File: src/design/hfe_pkg.sv
// Shared widths, register indexes and divider request type for the haptic fade envelope.
`timescale 1ns / 1ps

package hfe_pkg;

  localparam int TIME_WIDTH  = 16;
  localparam int LEVEL_WIDTH = 16;

  localparam int ELAPSED_WIDTH = TIME_WIDTH + 1;
  localparam int PROD_WIDTH    = LEVEL_WIDTH + TIME_WIDTH;
  localparam int CFG_WIDTH     = (TIME_WIDTH > LEVEL_WIDTH) ? TIME_WIDTH : LEVEL_WIDTH;
  localparam int CFG_IDX_WIDTH = 3;
  localparam int IN_TDATA_WIDTH  = ((TIME_WIDTH + 7) / 8) * 8;
  localparam int OUT_TDATA_WIDTH = ((LEVEL_WIDTH + 7) / 8) * 8;

  localparam logic [CFG_IDX_WIDTH-1:0] CFG_EFFECT_MODE    = 3'd0;
  localparam logic [CFG_IDX_WIDTH-1:0] CFG_TOTAL_DURATION = 3'd1;
  localparam logic [CFG_IDX_WIDTH-1:0] CFG_PEAK_LEVEL     = 3'd2;
  localparam logic [CFG_IDX_WIDTH-1:0] CFG_FADE_IN_TIME   = 3'd3;
  localparam logic [CFG_IDX_WIDTH-1:0] CFG_FADE_OUT_TIME  = 3'd4;

  localparam logic [TIME_WIDTH-1:0]  DURATION_RESET = TIME_WIDTH'(1000);
  localparam logic [LEVEL_WIDTH-1:0] PEAK_RESET     = {LEVEL_WIDTH{1'b1}};
  localparam logic [ELAPSED_WIDTH-1:0] ELAPSED_MAX  = {ELAPSED_WIDTH{1'b1}};

  typedef struct packed {
    logic                   start;
    logic [PROD_WIDTH-1:0]  dividend;
    logic [TIME_WIDTH-1:0]  divisor;
  } hfe_div_req_t;

endpackage

File: src/design/hfe_div.sv
// Restoring divider, one quotient bit per cycle; quotient must fit LEVEL_WIDTH bits.
`timescale 1ns / 1ps

module hfe_div
  import hfe_pkg::*;
(
  input  logic                   clk,
  input  logic                   rst,
  input  hfe_div_req_t           req,
  output logic                   done,
  output logic [LEVEL_WIDTH-1:0] quotient
);

  localparam int CNT_WIDTH = (LEVEL_WIDTH > 1) ? $clog2(LEVEL_WIDTH) : 1;

  logic [TIME_WIDTH-1:0]  rem;
  logic [LEVEL_WIDTH-1:0] low;
  logic [TIME_WIDTH-1:0]  divisor;
  logic [CNT_WIDTH-1:0]   cnt;
  logic                   busy;

  logic [TIME_WIDTH:0] trial;
  logic [TIME_WIDTH:0] diff;
  logic                fits;

  assign trial = {rem, low[LEVEL_WIDTH-1]};
  assign diff  = trial - {1'b0, divisor};
  assign fits  = (trial >= {1'b0, divisor});

  always_ff @(posedge clk) begin
    if (rst) begin
      busy <= 1'b0;
      done <= 1'b0;
      cnt  <= '0;
    end else begin
      done <= 1'b0;
      if (req.start) begin
        busy    <= 1'b1;
        cnt     <= CNT_WIDTH'(LEVEL_WIDTH - 1);
        rem     <= req.dividend[PROD_WIDTH-1:LEVEL_WIDTH];
        low     <= req.dividend[LEVEL_WIDTH-1:0];
        divisor <= req.divisor;
      end else if (busy) begin
        rem <= fits ? diff[TIME_WIDTH-1:0] : trial[TIME_WIDTH-1:0];
        low <= {low[LEVEL_WIDTH-2:0], fits};
        cnt <= cnt - 1'b1;
        if (cnt == '0) begin
          busy <= 1'b0;
          done <= 1'b1;
        end
      end
    end
  end

  assign quotient = low;

endmodule

File: src/design/haptic_fade_envelope.sv
// Haptic fade envelope top level: config registers, sequencer, multiplier, divider and output register.
//
// Usage:
//   cfg channel (cfg_valid/cfg_ready, cfg_index, cfg_data) writes one of five registers:
//   0 effect mode, 1 total duration, 2 peak level, 3 fade-in time, 4 fade-out time.
//   Any write to a listed register arms the effect and clears elapsed time and level;
//   writes to other indexes are dropped. cfg_ready is high only while no tick is in work,
//   and a pending write holds s_tready low.
//   s_* carries one tick item: time_delta in s_tdata. Each tick yields one result item
//   on m_*: drive_level in m_tdata, effect_active in m_tuser.
//   A tick passes through EVAL and OUT when no ramp division is needed, and
//   through EVAL, MUL, LOAD, DIV and OUT through a fade ramp; the restoring
//   divider, one quotient bit per cycle, works while in DIV. One tick is in flight
//   at a time; s_tready is low while it is worked on, so a new tick is taken
//   only once the last one has left OUT.
//   The result sits in an output register; a new tick is taken while it waits.
//   If m_tready stays low, the next result holds inside until the register frees.
//   Reset: idle, not armed, level 0, registers at 0, 1000, full scale, 0, 0.
`timescale 1ns / 1ps

module haptic_fade_envelope
  import hfe_pkg::*;
(
  input  logic                       clk,
  input  logic                       rst,
  input  logic                       cfg_valid,
  output logic                       cfg_ready,
  input  logic [CFG_IDX_WIDTH-1:0]   cfg_index,
  input  logic [CFG_WIDTH-1:0]       cfg_data,
  input  logic                       s_tvalid,
  output logic                       s_tready,
  input  logic [IN_TDATA_WIDTH-1:0]  s_tdata,   // [TIME_WIDTH-1:0] time_delta
  output logic                       m_tvalid,
  input  logic                       m_tready,
  output logic [OUT_TDATA_WIDTH-1:0] m_tdata,   // [LEVEL_WIDTH-1:0] drive_level
  output logic [0:0]                 m_tuser    // [0] effect_active
);

  typedef enum logic [2:0] {
    ST_IDLE,
    ST_EVAL,
    ST_MUL,
    ST_LOAD,
    ST_DIV,
    ST_OUT
  } state_t;

  state_t state;

  logic                     effect_mode;
  logic [TIME_WIDTH-1:0]    total_duration;
  logic [LEVEL_WIDTH-1:0]   peak_level;
  logic [TIME_WIDTH-1:0]    fade_in_time;
  logic [TIME_WIDTH-1:0]    fade_out_time;

  logic [ELAPSED_WIDTH-1:0] elapsed_time;
  logic                     armed;
  logic [LEVEL_WIDTH-1:0]   current_level;

  logic [TIME_WIDTH-1:0]    num;
  logic [TIME_WIDTH-1:0]    den;
  logic [PROD_WIDTH-1:0]    product;

  logic [LEVEL_WIDTH-1:0]   out_level;
  logic                     out_active;
  logic                     out_valid;
  logic                     out_load;

  logic                     cfg_hit;
  logic                     in_fire;
  logic [ELAPSED_WIDTH:0]   sum;
  logic [ELAPSED_WIDTH-1:0] elapsed_next;
  logic [TIME_WIDTH-1:0]    remaining;
  logic                     in_fade_in;
  logic                     in_fade_out;

  hfe_div_req_t             div_req;
  logic                     div_done;
  logic [LEVEL_WIDTH-1:0]   div_quot;

  assign cfg_ready = (state == ST_IDLE);
  assign s_tready  = (state == ST_IDLE) && !cfg_valid;
  assign in_fire   = s_tvalid && s_tready;
  assign out_load  = (state == ST_OUT) && (!out_valid || m_tready);

  always_comb begin
    unique case (cfg_index)
      CFG_EFFECT_MODE, CFG_TOTAL_DURATION, CFG_PEAK_LEVEL,
      CFG_FADE_IN_TIME, CFG_FADE_OUT_TIME: cfg_hit = cfg_valid && cfg_ready;
      default:                             cfg_hit = 1'b0;
    endcase
  end

  assign sum          = {1'b0, elapsed_time} + (ELAPSED_WIDTH + 1)'(s_tdata[TIME_WIDTH-1:0]);
  assign elapsed_next = sum[ELAPSED_WIDTH] ? ELAPSED_MAX : sum[ELAPSED_WIDTH-1:0];

  assign remaining   = total_duration - elapsed_time[TIME_WIDTH-1:0];
  assign in_fade_in  = ({1'b0, fade_in_time} > elapsed_time);
  assign in_fade_out = (fade_out_time >= remaining) && (fade_out_time != '0);

  assign div_req.start    = (state == ST_LOAD);
  assign div_req.dividend = product;
  assign div_req.divisor  = den;

  hfe_div u_div (
    .clk      (clk),
    .rst      (rst),
    .req      (div_req),
    .done     (div_done),
    .quotient (div_quot)
  );

  always_ff @(posedge clk) begin
    if (rst) begin
      effect_mode    <= 1'b0;
      total_duration <= DURATION_RESET;
      peak_level     <= PEAK_RESET;
      fade_in_time   <= '0;
      fade_out_time  <= '0;
    end else if (cfg_valid && cfg_ready) begin
      unique case (cfg_index)
        CFG_EFFECT_MODE:    effect_mode    <= cfg_data[0];
        CFG_TOTAL_DURATION: total_duration <= cfg_data[TIME_WIDTH-1:0];
        CFG_PEAK_LEVEL:     peak_level     <= cfg_data[LEVEL_WIDTH-1:0];
        CFG_FADE_IN_TIME:   fade_in_time   <= cfg_data[TIME_WIDTH-1:0];
        CFG_FADE_OUT_TIME:  fade_out_time  <= cfg_data[TIME_WIDTH-1:0];
        default: ;
      endcase
    end
  end

  always_ff @(posedge clk) begin
    if (rst) begin
      state         <= ST_IDLE;
      elapsed_time  <= '0;
      armed         <= 1'b0;
      current_level <= '0;
      out_valid     <= 1'b0;
    end else begin
      if (out_load) begin
        out_level  <= current_level;
        out_active <= armed;
        out_valid  <= 1'b1;
      end else if (m_tready) begin
        out_valid <= 1'b0;
      end
      unique case (state)
        ST_IDLE: begin
          if (in_fire) begin
            if (armed) begin
              elapsed_time <= elapsed_next;
            end
            state <= ST_EVAL;
          end
        end
        ST_EVAL: begin
          if (!armed) begin
            state <= ST_OUT;
          end else if (elapsed_time >= {1'b0, total_duration}) begin
            current_level <= '0;
            armed         <= 1'b0;
            state         <= ST_OUT;
          end else if (!effect_mode) begin
            current_level <= peak_level;
            state         <= ST_OUT;
          end else if (in_fade_in) begin
            num   <= elapsed_time[TIME_WIDTH-1:0];
            den   <= fade_in_time;
            state <= ST_MUL;
          end else if (in_fade_out) begin
            num   <= remaining;
            den   <= fade_out_time;
            state <= ST_MUL;
          end else begin
            current_level <= peak_level;
            state         <= ST_OUT;
          end
        end
        ST_MUL: begin
          product <= PROD_WIDTH'(peak_level) * PROD_WIDTH'(num);
          state   <= ST_LOAD;
        end
        ST_LOAD: begin
          state <= ST_DIV;
        end
        ST_DIV: begin
          if (div_done) begin
            current_level <= div_quot;
            state         <= ST_OUT;
          end
        end
        ST_OUT: begin
          if (out_load) begin
            state <= ST_IDLE;
          end
        end
        default: state <= ST_IDLE;
      endcase
      if (cfg_hit) begin
        elapsed_time  <= '0;
        current_level <= '0;
        armed         <= 1'b1;
      end
    end
  end

  assign m_tvalid   = out_valid;
  assign m_tdata    = OUT_TDATA_WIDTH'(out_level);
  assign m_tuser[0] = out_active;

endmodule

File: config.mk
export PLATFORM = sky130hd
export DESIGN_NAME = haptic_fade_envelope
export DESIGN_NICKNAME = d
export VERILOG_FILES = /design/src/design/hfe_pkg.sv /design/src/design/hfe_div.sv /design/src/design/haptic_fade_envelope.sv
export SDC_FILE = /design/constraint.sdc
export NUM_CORES = 1
export LEC_CHECK = 0
export ABC_AREA = 1
export BUFFER_PORTS_ARGS = -buffer_cell sky130_fd_sc_hd__clkbuf_2
export CAP_MARGIN = 30
export CORE_MARGIN = 2
export CORE_UTILIZATION = 58
export DETAILED_ROUTE_END_ITERATION = 10
export GPL_TIMING_DRIVEN = 0
export MAX_ROUTING_LAYER = met4
export PLACE_DENSITY_LB_ADDON = 0.25
export SYNTH_ARGS = -nofsm -noshare
export SYNTH_HDL_FRONTEND = slang
export SYNTH_SLANG_ARGS = --single-unit
File: constraint.sdc
create_clock -name clk -period 6.1 [get_ports clk]
set_clock_uncertainty 0.15 [all_clocks]
set_input_delay 0.915 -clock clk [delete_from_list [all_inputs] [get_ports clk]]
set_output_delay 0.915 -clock clk [all_outputs]
set_load 0.03 [all_outputs]
### Yosys cells after proc, flatten, opt, wreduce, memory -nomap -nowiden

Cells that the tools add are included.

* magnitude comparators: 4
* muxes and demuxes: 39
* multiply operators: 1
* bitwise logic cells: 3
* add/sub/neg operators: 4
* reductions and logical operators: 33
* equal/unequal tests: 15

Operators with widths (count)
* two-way mux 16 bit: 15
* >= comparator 17 x 16 -> 1 bit: 2
* multiplier 16 x 16 -> 32 bit: 1
* one-hot mux 16 bit (2 select lines): 1
* subtractor 16 bit: 2
* two-way mux 3 bit: 8
* adder 17 x 16 -> 18 bit: 1
* one-hot mux 3 bit (6 select lines): 1
* AND reduction 2 bit: 9
* greater-than comparator 16 x 17 -> 1 bit: 1
* two-way mux 17 bit: 1
* >= comparator 16 bit: 1
* nonzero test 16 bit: 1
* == test 3 x 2 -> 1 bit, second input constant: 4
* two-way mux 1 bit: 11
* nonzero test 2 bit: 5
* == test 3 bit, second input constant: 3
* two-way mux 4 bit: 2
* inequality test 4 bit, second input constant: 2
* == test 3 x 1 -> 1 bit, second input constant: 2
* zero test 3 bit: 2
* AND reduction 3 bit: 2
* AND reduction 6 bit: 1
* logical AND 1 bit: 5
* 11 further kinds: 16

* bits in registers: 238
* logic and storage cells: 120
* bits of input ports: 40
* output and inout bits: 20

### Depth between registers and ports, before layout

Gate-level depths: netlist of run 1.

* depth in word-level cells: 9
* depth in mapped cells: 29

### Hierarchy

From an unflattened synthesis of run 1, not the netlist that was laid out.

* cell total of the unflattened synthesis: 2744
* area, all modules: 22072.4 um^2

By module, submodules not included
* haptic_fade_envelope: cells an instance 2294, area each 18430.2 um^2, times used 1
* hfe_div: cells an instance 450, area each 3642.2 um^2, times used 1

### Worst setup path after synthesis of run 1

Ideal clock, no wire load.

* path type: reg2reg
* start: register peak_level[10]
* end: register product[25], data pin
* setup time: 258 ps
* buffers on the path: 2
* setup slack: 233 ps
* arrival: 5459 ps
* stages on the path, launching flop included: 20
* period minus slack after synthesis: 5867 ps
* path through: dfxtp_1 > clkbuf_1 > clkbuf_1 > nand2_1 > fa_1 > fa_1 > fa_1 > fa_1 > inv_1 > fa_1 > inv_1 > fa_1 > inv_1 > ha_1 > nand2_1 > nor4_1 > a21oi_1 > o21ai_0 > a21oi_1 > xnor2_1

* longest elaborated chain between the ends: 1

Ends and longest elaborated chain
* start, declared: RTL line haptic_fade_envelope.sv:52 `logic [LEVEL_WIDTH-1:0] peak_level;`
* start signal, assigned: RTL line haptic_fade_envelope.sv:124 `CFG_PEAK_LEVEL: peak_level <= cfg_data[LEVEL_WIDTH-1:0];`
* multiplier 16 x 16 -> 32 bit: RTL line haptic_fade_envelope.sv:180 `product <= PROD_WIDTH'(peak_level) * PROD_WIDTH'(num);`
* end signal, assigned: RTL line haptic_fade_envelope.sv:180
* end, declared: RTL line haptic_fade_envelope.sv:62 `logic [PROD_WIDTH-1:0] product;`

Every way passes these cells.
A chain may end at the register's enable or synchronous reset.

### Final worst setup path of run 1

* start: register peak_level[9]
* end: register product[24], data pin

The elaborated chain is that of the path after synthesis.

==> qor.yml, run 1 <==
die_h_um: 197
max_freq_mhz: 168
yosysTopAreaCell: "fa_1"
cpPeakStageDelay_ps: 580
met3_usage_pct: 4.31
synth_edf_count: 129
dp_cells: 3166
syn_area_mm2: 0.0215
synth_common_cells: "627 x nand2_1, 546 x inv_1, 200 x ha_1, 197 x fa_1, 137 x o21ai_0"
initial_core_util_pct: 58.9
crit_path_top_delay_cell: "fa_1"
drive_above_1_share_pct: 10.2
gp_congestion: 0.977
ys_types: 50
dieArea_mm2: 0.0386
syn_area_per_cell_um2: 8.16
grt_pass1_vias: 17600
maxCapViolations: 0
synth_async_sr_flop_share_pct: 0
max_slew_margin_pct: 39.7
grt_max_degree: 33
status: "completed"
yosysMostFrequentCell: "nand2_1"
grtUsageMet2_pct: 51.4
cts_sinks: 238
antenna_found_initial: 1
coreArea_mm2: 0.0365
drtPass1Iterations: 6
crit_type: "reg -> reg"
busiest_layer: "met2"
setup_violations: 0
clock_latency_ps: 540
cts_tree: "done"
via_count: 17800
synth_nets: 3072
powerDensity_mw_per_mm2: 515
clockBufferDepth: 3
ctsRootBufferMaster: "clkbuf_16"
drt-initial-drc-count: 1525
nNetsFinal: 3150
overflow: 0
ir_drop_uv: 626
crit_fanout: 10
rrSetupSlack_ps: 160
path_cells: "clkbuf_4, nand2_1, fa_1, fa_1, fa_1, fa_1, inv_1, fa_1, inv_1, fa_1, inv_1, ha_4, nand2_4, nor4_4, a21oi_2, o21ai_2, nand2_1, nand3_1, nand2_2"
hold_ws_ps: 260
critPathLaunchType: "register"
syn_to_final_growth_pct: 10.4
numPortBuffers: 59
worst_pin_slew_ps: 902
cts_htree_levels: 1
yosysWarnings: 0
min_path_type: "reg -> reg"
wl_um: 59400
cp_common_cell: "fa_1"
grt_usage_pct: 32.4
required_ps: 6230
fill_cells: 3056
post-route-period-util_pct: 97.4
die_w_um: 197
finalHoldViolCount: 0
grt_pass1_wl_um: 94000
use_met1_pct: 43.2
final_area_mm2: 0.0237
yosysSeqAreaShare_pct: 28.2
placementRows: 70
synth.area.top_cells: "fa_1 18%, edfxtp_1 18%, ha_1 12%"
slew_viol_final: 0
netlist_instances: 2635
leakage_nw: 12.2
ant_nets: 0
worstPathArrival_ps: 6070
vias_per_cell: 5.55
cts_hold_buf: 0
synth_top_area_share_pct: 18.3
ios: 60
numCtsBuffers: 24
wl_per_cell_um: 18.6
placed_cell_area_mm2: 0.0225
layout.cells.non_filler: 3200
dpl.hpwl_um: 48000
synthFlopType: "edfxtp_1"
endpoint_kind: "register"
drc: 0
cts.clk_slew.worst_paths_ps: 60
ys_seq_elements: 238
finalCriticalPeriod_ps: 5940
-- kinds of logic after synthesis --
kind of cell / count (synthesis) / share of synthesized area [%]
and+or+nand+nor: 894 / 17.5
xor gates and xnor gates: 65 / 2.65
AOI/OAI and AO/OA: 371 / 9.72
buffers and inverters: 670 / 12.0
DFF: 238 / 28.2
adders and majority gates: 397 / 30.0
-- placed cells by master (no fill, tap or decap), drive strengths merged, types with 16 or more instances in the layout --
cell,Yosys,routed
inv,559,562
buf,21,57
o21ai,146,146
xnor2,24,24
nand2,641,641
a21oi,147,147
nor2,136,136
nand4,27,27
o22ai,16,16
fa,197,197
edfxtp,129,129
dfxtp,109,109
clkbuf,90,132
ha,200,200
nand3,61,61
xor2,41,41
-- metal layers --
metal	wire length, um	part of all wire (%)	up-vias
met3	4960	8.4	170
li1	-	-	8380
met4	2440	4.1	0
met1	25000	42	8459
met2	27000	45	758
met5	0	0	-
-- power by group --
part           leakage [nW]  internal, W  switching (W)  total (W)
sequential             2.05      0.00213       0.000110    0.00224
combinational          9.72      0.00315        0.00520    0.00835
clock                 0.424     0.000988       0.000658    0.00165
total                  12.2      0.00627        0.00597     0.0122
-- flip-flops by register name, indices dropped and copies added (netlist names), 3 cells and up --
signal	flops
fade_in_time	16
current_level	16
den	16
u_div.rem	16
fade_out_time	16
total_duration	16
u_div.quotient	16
num	16
u_div.divisor	16
elapsed_time	17
state	3
peak_level	16
product	32
u_div.cnt	4
m_tdata	16
-- layout make-up --
| type | instances | area, um2 | area share [%] |
|---|---|---|---|
| antenna | 1 | 2.50 | 0.0105 |
| buffer | 78 | 464 | 1.96 |
| clock buffer | 26 | 608 | 2.56 |
| clock inverter | 18 | 274 | 1.15 |
| inverter | 559 | 2100 | 8.84 |
| multi-input combinational | 1727 | 13000 | 55.0 |
| sequential | 238 | 6110 | 25.7 |
| tap | 468 | 586 | 2.47 |
| timing repair buffer | 85 | 547 | 2.30 |
-- critical path: cells and delay by family (launching register included) --
kind                       cells  cell delay (ps)
buffers and inverters          4              490
DFF                            1              470
and+or+nand+nor                6              740
AOI/OAI and AO/OA              2              360
adders and majority gates      7             3460
-- path summary, 6_finish.rpt --
kind                               startpoint                to  depth (start not counted)
worst max-delay path            peak_level[9]       product[24]                         19
worst min-delay path                   den[4]  u_div.divisor[4]                          0
worst max register to register  peak_level[9]       product[24]                         19
worst min register to register         den[4]  u_div.divisor[4]                          0
-- metrics by stage --
stage	util (%)	setup TNS, ps	power, W	worst slack (ps)
2_1_floorplan	-	0	0.00753	233
3_3_place_gp	61.3	-12140	0.00951	-935
3_5_place_dp	61.5	-13470	0.00960	-958
4_1_cts	64.2	0	0.0114	1.54
5_1_grt	65.0	-10.3	0.0132	-10.3
6_report	65.0	0	0.0122	161
-- repair_timing --
item	CTS	global route
pin swaps	0	9
resized for setup	72	75
setup buffers	11	10
endpoints found under the setup margin	21	14
cloned	0	1
No activity file was read; power rests on OpenSTA's default activity.
==> run 2, diff against run 1 <==
ABC_AREA = 0   (was 1)
CORE_ASPECT_RATIO = 0.9   (was default)
CORE_UTILIZATION = 65   (was 58)
clock period = 7.5 ns   (was 6.1 ns; I/O delays follow)
==> qor.yml, run 2 <==
drt-initial-drc-count: 1362  # -11%
crit_path_top_delay_cell: "o311ai_1"
synthFlopType: "edfxtp_1"
wl_um: 55600  # -6.5%
cts_hold_buf: 0  # unchanged
wl_per_cell_um: 20.6  # +11%
vias_per_cell: 6.04  # +8.8%
grt_usage_pct: 35.3  # +3.0 points
drtPass1Iterations: 6  # unchanged
ctsRootBufferMaster: "clkbuf_16"
yosysMostFrequentCell: "inv_1"
numCtsBuffers: 22  # -8.3%
via_count: 16300  # -8.4%
synth_nets: 2610  # -15%
max_slew_margin_pct: 29.7  # -10 points
synth_edf_count: 129  # unchanged
synth_top_area_share_pct: 18.9  # +0.58 points
final_common_cell: "inv_1"
die_h_um: 174  # -12%
crit_type: "reg -> reg"
cts_htree_levels: 1  # unchanged
cts_tree: "done"
switching_share_pct: 42.0  # -6.7 points
gp_congestion: 0.960  # -1.7%
switching_power_w: 0.00266  # -55%
clockBufferDepth: 3  # unchanged
critPathLaunchType: "register"
synth_async_sr_flop_share_pct: 0  # unchanged
maxCapViolations: 0  # unchanged
post-cts-setup-buffers: 0  # -11
yosysWarnings: 0  # unchanged
p_int_w: 0.00368  # -41%
status: "completed"
synth.area.top_cells: "fa_1 19%, edfxtp_1 19%, ha_1 12%"
dieArea_mm2: 0.0335  # -13%
ios: 60  # unchanged
path_cells: "clkbuf_1, and2_1, fa_1, inv_1, fa_1, fa_1, inv_1, ha_1, fa_1, inv_1, fa_1, inv_1, ha_1, nand4_1, o311ai_1, a31o_1, a41oi_1, o21ai_1, a41oi_1, xnor2_1"
ir_drop_uv: 437  # -30%
p_total_w: 0.00634  # -48%
clock_latency_ps: 510  # -30 ps
largestRegisters: "product x32, elapsed_time x17"
cts.clk_slew.worst_paths_ps: 70  # about the same
cts_sinks: 238  # unchanged
yosysSeqAreaShare_pct: 29.1  # +0.89 points
post-route-period-util_pct: 97.0  # -0.36 points
crit_fanout: 10  # unchanged
rrSetupSlack_ps: 230  # +60 ps
clock_power_share_pct: 17.9  # +4.5 points
r2r_end: "product[30]"
cp_common_cell: "fa_1"
coreArea_mm2: 0.0317  # -13%
grt_max_degree: 33  # unchanged
overflow: 0  # unchanged
rsz0062_at_grt: "no"
hold_path_end: "u_div.divisor[0]"
antenna_found_initial: 1  # unchanged
ant_nets: 0  # unchanged
grt_pass1_vias: 16500  # -6.4%
grt_pass1_wl_um: 87700  # -6.7%
worst_pin_slew_ps: 1050  # +148 ps
antenna_cells: 0  # -1
largest_register_ff_count: 32  # unchanged
ys_seq_elements: 238  # unchanged
syn_area_mm2: 0.0208  # -3.1%
final_area_mm2: 0.0225  # -5.0%
setup_tns_ps: 0  # unchanged
final_cell_mix: "316 x inv_1, 295 x nand2_1, 200 x ha_1"
syn_area_per_cell_um2: 9.59  # +18%
placed_cell_area_mm2: 0.0218  # -3.1%
dpl.hpwl_um: 43800  # -8.7%
leakage_nw: 10.4  # -15%
slew_viol_final: 0  # unchanged
drc: 0  # unchanged
final_util_pct: 71.1  # +6.1 points
netlist_instances: 2173  # -18%
reg2reg_from: "num[6]"
worstPathArrival_ps: 7380  # +1310 ps
power_frac_comb_pct: 56.8  # -11 points
multiInputGateArea_mm2: 0.0133  # +2.0%
finalHoldViolCount: 0  # unchanged
seq_area_mm2: 0.00607  # -0.61%
min_path_type: "reg -> reg"
fin_ws_ps: 225  # +64.1 ps
syn_to_final_growth_pct: 8.20
max_freq_mhz: 137  # -18%
required_ps: 7610  # +1380 ps
regMostFlops: "product"
endpoint_kind: "register"
placementRows: 62  # -11%
setup_violations: 0  # unchanged
synth_common_cells: "316 x inv_1, 295 x nand2_1, 200 x ha_1, 197 x fa_1, 137 x a21oi_1"
reg2regPathDepth: 20  # +1
powerDensity_mw_per_mm2: 281  # -45%
cpPeakStageDelay_ps: 720  # +140 ps
nNetsFinal: 2699  # -14%
whs_path_depth: 0  # unchanged
power_frac_seq_pct: 25.3  # +7.0 points
dp_slack_ps: -338  # +620 ps
fill_cells: 2406  # -21%
finalCriticalPeriod_ps: 7270  # +1340 ps
die_w_um: 193  # -1.9%
numPortBuffers: 59  # unchanged
min_from: "den[0]"
drive_above_1_share_pct: 8.69  # -1.5 points
ys_types: 79  # +58%
initial_core_util_pct: 65.7  # +6.8 points
yosysTopAreaCell: "fa_1"
==> run 2: changes by cell type after synthesis, moves of 17 or more <==
| cell | change |
|---|---|
| nand2b_1 | +17 |
| and2_1 | +132 |
| mux2i_1 | +34 |
| inv_1 | -230 |
| nand2_1 | -332 |
| nor2b_1 | +32 |
| a21o_1 | +17 |
| mux2_2 | +33 |
| xnor2_1 | +23 |
| xor2_1 | -19 |
| nor2_1 | -59 |
| nand3_1 | -37 |
| o21ai_0 | -82 |
| a211o_1 | +24 |
==> run 2: power by group through the flow <==
stage / logic, W / clock network (W) / registers (W)
global route: 0.00403 / 0.00118 / 0.00161
finish: 0.00361 / 0.00113 / 0.00160
floorplan: 0.00263 / 0 / 0.00162
global placement: 0.00338 / 0 / 0.00163
detailed placement: 0.00350 / 0 / 0.00163
CTS: 0.00352 / 0.00113 / 0.00160
==> run 2: final cells by class <==
class                   count  area share [%]
plain buffers              80            1.59
clock buffers              33            2.78
clock inverters             7           0.405
inverters                 316            5.26
multi-input cells        1537            59.1
flip-flops and latches    238            26.9
well taps                 416            2.31
repair buffers             67            1.65
==> run 2: stage by stage <==
stage,hold slack (ps),instances
2_1_floorplan,250,2173
3_3_place_gp,251,2648
3_5_place_dp,255,2655
4_1_cts,266,2693
5_1_grt,277,2694
6_report,269,2694
==> run 2: worst max-delay path: cells and delay by family (launching register included) <==
family / cells / cell delay [ps]
adder cells (fa/ha/maj): 7 / 3090
AO/OA/AOI/OAI: 5 / 1810
buffers and inverters: 5 / 670
flip-flops: 1 / 560
XOR/XNOR: 1 / 430
AND/OR/NAND/NOR: 2 / 320
==> run 2: logic make-up after synthesis <==
logic type / share of synthesized area [%]
DFF: 29.1
buffers and inverters: 7.32
AOI/OAI and AO/OA: 11.5
muxes: 3.42
and+or+nand+nor: 14.9
xor gates and xnor gates: 2.90
adders and majority gates: 30.9
==> run 2: worst max-delay path by stage <==
stage / depth (start not counted) / slack (ps) / from / to
6_report: 20 / 230 / num[6] / product[30]
5_1_grt: 20 / 70 / peak_level[14] / product[30]
4_1_cts: 21 / 4 / peak_level[8] / product[30]
3_5_place_dp: 21 / -340 / peak_level[12] / product[30]
3_3_place_gp: 21 / -190 / peak_level[12] / product[30]
2_1_floorplan: 22 / 1260 / num[7] / product[28]
==> run 2: per-layer routing <==
metal | global-route usage, % | wire length (um) | vias up
met5 | - | 0 | -
met4 | 11.2 | 2120 | 0
met3 | 6.46 | 5560 | 148
met2 | 55.1 | 25600 | 785
met1 | 46.9 | 22400 | 7955
li1 | - | - | 7379
==> run 2: timing repair <==
| action | CTS | global route |
|---|---|---|
| pin swaps | 0 | 0 |
| endpoints found under the setup margin | 4 | 9 |
| gates resized for setup | 8 | 44 |
